File: config.mk
export PLATFORM = sky130hd
export DESIGN_NAME = half_to_single_transpose_flat
export DESIGN_NICKNAME = d
export VERILOG_FILES = /design/src/sv/h2st_pkg.sv /design/src/sv/h2st_if.sv /design/src/sv/h2st_convert.sv /design/src/sv/h2st_index.sv /design/src/sv/half_to_single_transpose.sv /design/src/flat_wrapper.sv
export SDC_FILE = /design/constraint.sdc
export NUM_CORES = 1
export LEC_CHECK = 0
export BUFFER_PORTS_ARGS = -buffer_cell sky130_fd_sc_hd__buf_2
export CAP_MARGIN = 20
export CELL_PAD_IN_SITES_DETAIL_PLACEMENT = 0
export CELL_PAD_IN_SITES_GLOBAL_PLACEMENT = 1
export CORE_MARGIN = 1
export CORE_UTILIZATION = 48
export DETAILED_ROUTE_END_ITERATION = 10
export PLACE_DENSITY_LB_ADDON = 0.25
export SETUP_SLACK_MARGIN = 0.02
export SYNTH_ARGS = -nofsm -noshare
export SYNTH_HDL_FRONTEND = slang
export SYNTH_SLANG_ARGS = --single-unit
export TNS_END_PERCENT = 1
File: constraint.sdc
create_clock -name clk -period 6.9 [get_ports clk]
set_clock_uncertainty 0.1 [all_clocks]
set_input_delay 1.38 -clock clk [delete_from_list [all_inputs] [get_ports clk]]
set_output_delay 1.38 -clock clk [all_outputs]
set_load 0.005 [all_outputs]
File: src/sv/h2st_pkg.sv
// Package with shared types and constants for the half-to-single transpose block.
`default_nettype none

package h2st_pkg;

    localparam int unsigned MAX_DIM  = 4096;
    localparam int unsigned DIM_W    = 13;
    localparam int unsigned POS_W    = 12;
    localparam int unsigned INDEX_W  = 24;
    localparam int unsigned HALF_W   = 16;
    localparam int unsigned SINGLE_W = 32;

    typedef logic [DIM_W-1:0]    dim_t;
    typedef logic [POS_W-1:0]    pos_t;
    typedef logic [INDEX_W-1:0]  index_t;
    typedef logic [HALF_W-1:0]   half_t;
    typedef logic [SINGLE_W-1:0] single_t;

    // Configuration register indexes
    typedef enum logic [0:0] {
        REG_ROW_COUNT = 1'b0,
        REG_COL_COUNT = 1'b1
    } cfg_index_t;

    typedef struct packed {
        logic       valid;
        cfg_index_t index;
        dim_t       data;
    } cfg_write_t;

    typedef struct packed {
        logic advance;
        logic start;
    } step_t;

endpackage

`default_nettype wire

File: src/sv/h2st_if.sv
// Stream and configuration channel interfaces.
`default_nettype none

interface h2st_in_if;
    logic                 valid;
    logic                 ready;
    h2st_pkg::half_t      half_bits;
    logic                 start_of_matrix;

    modport source (output valid, output half_bits, output start_of_matrix, input ready);
    modport sink   (input valid, input half_bits, input start_of_matrix, output ready);
endinterface

interface h2st_out_if;
    logic                 valid;
    logic                 ready;
    h2st_pkg::single_t    single_bits;
    h2st_pkg::index_t     dest_index;
    logic                 last_element;

    modport source (output valid, output single_bits, output dest_index,
                    output last_element, input ready);
    modport sink   (input valid, input single_bits, input dest_index,
                    input last_element, output ready);
endinterface

interface h2st_cfg_if;
    logic                    valid;
    logic                    ready;
    h2st_pkg::cfg_index_t    index;
    h2st_pkg::dim_t          data;

    modport source (output valid, output index, output data, input ready);
    modport sink   (input valid, input index, input data, output ready);
endinterface

`default_nettype wire

File: src/sv/h2st_convert.sv
// Binary16 to binary32 format conversion, combinational.
`default_nettype none

module h2st_convert
(
    input  h2st_pkg::half_t   half_bits,
    output h2st_pkg::single_t single_bits
);

    logic        sign;
    logic [4:0]  expo;
    logic [9:0]  mant;
    logic [3:0]  msb;
    logic [3:0]  shifts;
    logic [9:0]  norm;
    logic [7:0]  sub_expo;

    assign sign = half_bits[15];
    assign expo = half_bits[14:10];
    assign mant = half_bits[9:0];

    // Find the leading one of a subnormal mantissa
    always_comb
    begin
        msb = 4'd0;
        for (int i = 0; i < 10; i++)
        begin
            if (mant[i])
            begin
                msb = 4'(i);
            end
        end
    end

    // Shift the leading one out past the top bit; what remains is the fraction
    assign shifts   = 4'd10 - msb;
    assign norm     = mant << shifts;
    assign sub_expo = 8'd103 + {4'd0, msb};

    always_comb
    begin
        if (expo == 5'd0)
        begin
            if (mant == 10'd0)
            begin
                single_bits = {sign, 31'd0};
            end
            else
            begin
                single_bits = {sign, sub_expo, norm, 13'd0};
            end
        end
        else if (expo == 5'h1F)
        begin
            single_bits = {sign, 8'hFF, mant, 13'd0};
        end
        else
        begin
            single_bits = {sign, 8'({3'd0, expo} + 8'd112), mant, 13'd0};
        end
    end

endmodule

`default_nettype wire

File: src/sv/h2st_index.sv
// Dimension registers and row/column counters that produce the transposed index.
`default_nettype none

module h2st_index
(
    input  logic                 clk,
    input  logic                 rst_n,
    input  h2st_pkg::cfg_write_t cfg_write,
    input  h2st_pkg::step_t      step,
    output h2st_pkg::index_t     dest_index,
    output logic                 last_element
);

    h2st_pkg::dim_t row_count_reg;
    h2st_pkg::dim_t col_count_reg;
    h2st_pkg::pos_t row_pos_reg;
    h2st_pkg::pos_t row_pos_next;
    h2st_pkg::pos_t col_pos_reg;
    h2st_pkg::pos_t col_pos_next;

    h2st_pkg::dim_t rows;
    h2st_pkg::dim_t cols;
    h2st_pkg::pos_t row_cur;
    h2st_pkg::pos_t col_cur;
    logic [h2st_pkg::POS_W+h2st_pkg::DIM_W-1:0] product;
    logic           row_end;

    // Clamp dimensions into 1..MAX_DIM
    always_comb
    begin
        priority if (row_count_reg == '0)
            rows = h2st_pkg::DIM_W'(1);
        else if (row_count_reg > h2st_pkg::DIM_W'(h2st_pkg::MAX_DIM))
            rows = h2st_pkg::DIM_W'(h2st_pkg::MAX_DIM);
        else
            rows = row_count_reg;

        priority if (col_count_reg == '0)
            cols = h2st_pkg::DIM_W'(1);
        else if (col_count_reg > h2st_pkg::DIM_W'(h2st_pkg::MAX_DIM))
            cols = h2st_pkg::DIM_W'(h2st_pkg::MAX_DIM);
        else
            cols = col_count_reg;
    end

    assign row_cur = step.start ? '0 : row_pos_reg;
    assign col_cur = step.start ? '0 : col_pos_reg;

    assign product    = {13'd0, col_cur} * {12'd0, rows};
    assign dest_index = h2st_pkg::INDEX_W'(product + {13'd0, row_cur});

    assign row_end      = {1'b0, col_cur} >= (cols - h2st_pkg::DIM_W'(1));
    assign last_element = row_end && ({1'b0, row_cur} >= (rows - h2st_pkg::DIM_W'(1)));

    always_comb
    begin
        row_pos_next = row_pos_reg;
        col_pos_next = col_pos_reg;
        if (step.advance)
        begin
            priority if (last_element)
            begin
                row_pos_next = '0;
                col_pos_next = '0;
            end
            else if (row_end)
            begin
                row_pos_next = row_cur + h2st_pkg::POS_W'(1);
                col_pos_next = '0;
            end
            else
            begin
                row_pos_next = row_cur;
                col_pos_next = col_cur + h2st_pkg::POS_W'(1);
            end
        end
    end

    always_ff @(posedge clk or negedge rst_n)
    begin
        if (!rst_n)
        begin
            row_pos_reg   <= '0;
            col_pos_reg   <= '0;
            row_count_reg <= h2st_pkg::DIM_W'(1);
            col_count_reg <= h2st_pkg::DIM_W'(1);
        end
        else
        begin
            row_pos_reg <= row_pos_next;
            col_pos_reg <= col_pos_next;
            if (cfg_write.valid)
            begin
                unique case (cfg_write.index)
                    h2st_pkg::REG_ROW_COUNT: row_count_reg <= cfg_write.data;
                    h2st_pkg::REG_COL_COUNT: col_count_reg <= cfg_write.data;
                endcase
            end
        end
    end

endmodule

`default_nettype wire

File: src/sv/half_to_single_transpose.sv
// Top level: half-to-single conversion with transposed destination index.
//
// Usage:
//   halves  - input stream, one binary16 word per handshake plus a
//             start_of_matrix flag that restarts the row/column counters.
//   singles - output stream, one binary32 word per input word with its
//             index in the transposed [cols][rows] layout (col*rows+row)
//             and a last_element flag on the word that closes the matrix.
//   cfg     - register write channel, always ready. Index REG_ROW_COUNT and
//             REG_COL_COUNT set the matrix size; write only while idle.
//   A word accepted on halves is registered and offered on singles in the
//   next cycle. Throughput is one word per cycle unless singles stalls,
//   set by the single output register, which is loaded whenever it is
//   empty or being drained. When the receiver stalls, the output register
//   holds its word and the input ready drops until the word is taken.
//   Reset clears the counters to row 0, column 0, sets both dimensions to 1
//   and empties the output register.
// After the last word of a matrix the counters wrap, so the next matrix may
// follow without a start flag.
`default_nettype none

module half_to_single_transpose
(
    input  logic       clk,
    input  logic       rst_n,
    h2st_in_if.sink    halves,
    h2st_out_if.source singles,
    h2st_cfg_if.sink   cfg
);

    logic                 in_accept;
    h2st_pkg::cfg_write_t cfg_write;
    h2st_pkg::step_t      step;
    h2st_pkg::single_t    conv_bits;
    h2st_pkg::index_t     dest_index;
    logic                 last_element;

    logic                 out_valid_reg;
    h2st_pkg::single_t    single_bits_reg;
    h2st_pkg::index_t     dest_index_reg;
    logic                 last_element_reg;

    // Take a new word whenever the output register is empty or being drained
    assign halves.ready = !out_valid_reg || singles.ready;
    assign in_accept    = halves.valid && halves.ready;

    assign cfg.ready       = 1'b1;
    assign cfg_write.valid = cfg.valid;
    assign cfg_write.index = cfg.index;
    assign cfg_write.data  = cfg.data;

    assign step.advance = in_accept;
    assign step.start   = halves.start_of_matrix;

    h2st_convert u_convert
    (
        .half_bits   (halves.half_bits),
        .single_bits (conv_bits)
    );

    h2st_index u_index
    (
        .clk          (clk),
        .rst_n        (rst_n),
        .cfg_write    (cfg_write),
        .step         (step),
        .dest_index   (dest_index),
        .last_element (last_element)
    );

    // Output register: fill on accept, drop when taken with nothing behind
    always_ff @(posedge clk or negedge rst_n)
    begin
        if (!rst_n)
        begin
            out_valid_reg <= 1'b0;
        end
        else if (in_accept)
        begin
            out_valid_reg <= 1'b1;
        end
        else if (singles.ready)
        begin
            out_valid_reg <= 1'b0;
        end
    end

    always_ff @(posedge clk)
    begin
        if (in_accept)
        begin
            single_bits_reg  <= conv_bits;
            dest_index_reg   <= dest_index;
            last_element_reg <= last_element;
        end
    end

    assign singles.valid        = out_valid_reg;
    assign singles.single_bits  = single_bits_reg;
    assign singles.dest_index   = dest_index_reg;
    assign singles.last_element = last_element_reg;

`ifndef NO_ASSERTIONS
    a_accept_fills : assert property (@(posedge clk) disable iff (!rst_n)
        in_accept |=> singles.valid)
        else $error("accepted word did not reach the output register");

    a_ready_when_empty : assert property (@(posedge clk) disable iff (!rst_n)
        !singles.valid |-> halves.ready)
        else $error("input stalled while output register is empty");

    a_stall_cause : assert property (@(posedge clk) disable iff (!rst_n)
        !halves.ready |-> (singles.valid && !singles.ready))
        else $error("input stalled without a blocked output word");
`endif

endmodule

`default_nettype wire
File: src/flat_wrapper.sv
// flat-port wrapper written by rule: the top's interface ports become plain ports
module half_to_single_transpose_flat 
  (clk, rst_n, halves_valid, halves_half_bits, halves_start_of_matrix, halves_ready, singles_valid, singles_single_bits, singles_dest_index, singles_last_element, singles_ready, cfg_valid, cfg_index, cfg_data, cfg_ready);
  h2st_in_if halves_i ();
  h2st_out_if singles_i ();
  h2st_cfg_if cfg_i ();
  input  logic clk;
  input  logic rst_n;
  input wire logic [$bits(halves_i.valid)-1:0] halves_valid;
  input wire logic [$bits(halves_i.half_bits)-1:0] halves_half_bits;
  input wire logic [$bits(halves_i.start_of_matrix)-1:0] halves_start_of_matrix;
  output wire logic [$bits(halves_i.ready)-1:0] halves_ready;
  output wire logic [$bits(singles_i.valid)-1:0] singles_valid;
  output wire logic [$bits(singles_i.single_bits)-1:0] singles_single_bits;
  output wire logic [$bits(singles_i.dest_index)-1:0] singles_dest_index;
  output wire logic [$bits(singles_i.last_element)-1:0] singles_last_element;
  input wire logic [$bits(singles_i.ready)-1:0] singles_ready;
  input wire logic [$bits(cfg_i.valid)-1:0] cfg_valid;
  input wire logic [$bits(cfg_i.index)-1:0] cfg_index;
  input wire logic [$bits(cfg_i.data)-1:0] cfg_data;
  output wire logic [$bits(cfg_i.ready)-1:0] cfg_ready;
  assign halves_i.valid = halves_valid;
  assign halves_i.half_bits = halves_half_bits;
  assign halves_i.start_of_matrix = halves_start_of_matrix;
  assign halves_ready = halves_i.ready;
  assign singles_valid = singles_i.valid;
  assign singles_single_bits = singles_i.single_bits;
  assign singles_dest_index = singles_i.dest_index;
  assign singles_last_element = singles_i.last_element;
  assign singles_i.ready = singles_ready;
  assign cfg_i.valid = cfg_valid;
  assign cfg_i.index = cfg_index;
  assign cfg_i.data = cfg_data;
  assign cfg_ready = cfg_i.ready;
  half_to_single_transpose u_core (.clk(clk), .rst_n(rst_n), .halves(halves_i), .singles(singles_i), .cfg(cfg_i));
endmodule
==> impl_results.md <==
* Status: completed
* Mapped Area at 11100 µm²
* Final Hold Viols at 0
* Post-synth top area cell: fa_1
* Core Util, Final at 0.556
* Crit path DAT at 6.63 ns
* CTS tree: built
* I/O pin count at 96
* Worst path bufs/invs at 8
* Core ar. at 22700 µm²
* Hold depth at 1
* Hold_buf cts at 0
* N_diodes at 0
* Ranking of synthesized cells by area: fa_1 (22%), edfxtp_1 (12%), dfrtp_1 (11%)
* RSZ-0062 raised after global routing: false
* Worst VDD drop at 0.135 mV
* Die ar. at 23800 µm²
* Worst reg2reg setup slack at 0.39 ns
* Combinational family with the most area after synthesis: adder cells
* CP max stage cell: fa_1
* # placed instances at 1658
* Leakage at 0.00624 µW
* Critical-path cell list: buf_2 > buf_4 > nor2b_1 > buf_4 > nand2_1 > fa_1 > fa_1 > inv_1 > fa_1 > fa_1 > inv_1 > fa_1 > inv_1 > ha_1 > o21ai_1 > o21bai_2 > buf_4 > a2111oi_2 > buf_4 > or3_1 > o21ai_0 > a21oi_1 > xnor2_1
* Worst r2r src: u_core.u_index.row_count_reg[2]
* Most common cell after layout, fill and taps aside: inv_1
* Critical path class: primary input to flop
* Netlist cell types at 72
* Vias/cell at 5.36
* Initial drt markers at 629
* Clk Latency, worst-skew pair at about 0.37 ns
* Worst Path Max Fanout at 8
* Setup crit end: u_core.singles.dest_index[23]
* Vias at 8978
* Clock transition at path regs at 0.08 ns
* Simple-Gate Fraction of Synth Area at 0.176
* Top-area cell type share of the netlist area at 0.216
* Final worst-path cycle share at 0.960
* Yosys warning total at 0
* H-tree lvl count at 3
* Cell Count, Final, Fillers Out at 1676
* DR WL/cell at 16.4 µm
* PortBufs at 81
* Post-synth EDFFs at 43
* Post-Syn Instances at 1256
* Final worst setup slack at 0.278 ns
* Most frequent cells in the layout: inv_1 (201), nand2_1 (150), nor2_1 (121)
* GRT Total Usage at 0.248
* Seq/Total Area, Yosys at 0.231
* Ys async rst share at 0.543
* Fmax at approximately 150 MHz
* Number of global-route vias before repair at ~9000
* Initial antenna violation count at 0
* CTS Sinks at 94
* Fill cells at 2152
* Ratio of cells with drive above 1 in the final layout at 0.174
* Synth Area in Compound Gates at 0.105
* Slew Viols, Final at 0
* Worst-Margin Slew at 1.03 ns
* Die H at 154 µm
* Hold WC Path Type: flop to flop
* Cell mode on critical path: fa_1
* Die width at 154 µm
* Worst Reg-to-Reg Cells at 23
* Final GP Congestion at 0.960
* WP data required at 6.91 ns
* Synth Area per Inst at 8.87 µm²
* Post-synthesis adder-cell area fraction at 0.326
* Nets@finish at 1640
* FP Rows at 55
* Multiplexer share of the synthesized area at 0.0334
* Layout Area Growth over Synthesis at 13.3%
* Max cap viols at 0
* Setup crit start: halves_start_of_matrix
* CTS Root Cell: clkbuf_16
* PwrDens at roughly 170 nW/µm²
* Drt drc at 0
* Largest net degree at the start of global routing at 52
* Antenna-violating nets left at 0
* HPWL Detailed at 22200 µm
* Post-synthesis xor/xnor area fraction at 0.0299
* CP peak stage delay at 0.55 ns
* Crit. End Element: flop
* Largest register FFs at 24
* Fin crit period at ~6.6 ns
* Predominant post-synthesis flop cell: dfrtp_1
* Cell count along the critical path at 23
* CTS buffer count at 9
* Starting density of the core at 0.491
* Place WS at -0.236 ns
* First-pass GRT wire length at 46100 µm
* Cell family with most CP delay: adder cells
* WL final at 27500 µm
* CTS Buffer Depth at 2
* Startpoint types: primary input
* GR Overflow Total at 0
* Final Setup Violations at 0
* Min Hold Slack at 0.401 ns
* Reg-to-Reg End: u_core.singles.dest_index[23]
* DRT Pass-1 Iters at 6
* Flop and latch count out of synthesis at 94
* Rel. slew slack at 0.311
worst register-to-register path: cells and delay by family (launching register included):
family          cells  cell delay (ns)
compound gates      6             1.02
buf+inv             5             0.50
flops               1             0.46
simple gates        5             1.10
fa+ha+maj           6             2.99
xor+xnor            1             0.08
power by group:
group	internal (µW)	switching, µW
Sequential	663	66.0
Combinational	352	466
Clock	298	264
Total	1310	796
through the flow:
step                      area, µm²  power [µW]  TNS, ns
after floorplan               11200        1260        0
after global placement        12300        1540   -0.688
after detailed placement      12300        1550   -0.818
after CTS                     12600        2120        0
after global routing          12600        2260        0
final                         12600        2110        0
synth_stat cells (8+ instances only):
library cell / count
inv_1: 204
nand2_1: 151
nor2_1: 121
fa_1: 120
ha_1: 98
dfrtp_1: 49
o21ai_0: 45
edfxtp_1: 43
clkbuf_1: 37
a21oi_1: 36
xnor2_1: 31
nor2b_1: 30
mux2_2: 26
nand3_1: 23
nand2b_1: 20
buf_4: 19
nor3_1: 19
nand4_1: 15
a21o_1: 13
o211ai_1: 11
and2_1: 10
and3_1: 8
mux2i_1: 8
logic make-up after synthesis:
kind of cell / count (synthesis)
simple gates: 424
buf+inv: 272
fa+ha+maj: 218
compound gates: 174
flops: 94
xor+xnor: 38
mux: 34
other cells: 2
layer usage:
layer / part of all wire / global-route usage / vias to the layer above
li1: - / - / 4330
met1: 0.47 / 0.350 / 4418
met2: 0.47 / 0.411 / 204
met3: 0.045 / 0.0263 / 26
met4: 0.015 / 0.0556 / 0
met5: 0 / 0 / -
cell type report:
class                           instances  area (µm²)  area share
Clock buffer                           10         239      0.0189
Clock inverter                          6        72.6     0.00574
Inverter                              211         795      0.0629
Multi-Input combinational cell        902        7540       0.597
Sequential cell                        94        2570       0.203
Tap cell                              285         357      0.0282
Timing Repair Buffer                  168        1060      0.0838
worst min-delay path by stage:
stage	slack (ns)	start	end
finish	0.40	u_core.u_index.col_pos_reg[11]	u_core.u_index.col_pos_reg[11]
global route	0.42	u_core.u_index.col_pos_reg[11]	u_core.u_index.col_pos_reg[11]
global placement	0.38	u_core.u_index.row_pos_reg[1]	u_core.u_index.row_pos_reg[1]
CTS	0.40	u_core.u_index.col_pos_reg[11]	u_core.u_index.col_pos_reg[11]
detailed placement	0.39	u_core.u_index.col_pos_reg[11]	u_core.u_index.col_pos_reg[11]
floorplan	0.35	u_core.u_index.col_pos_reg[11]	u_core.u_index.col_pos_reg[11]
repair_timing:
item / in CTS / in global routing
gates resized for setup: 0 / 7
buffers inserted: 0 / 2
endpoints found under the setup margin: 0 / 6
(Power assumes the default switching activity.)
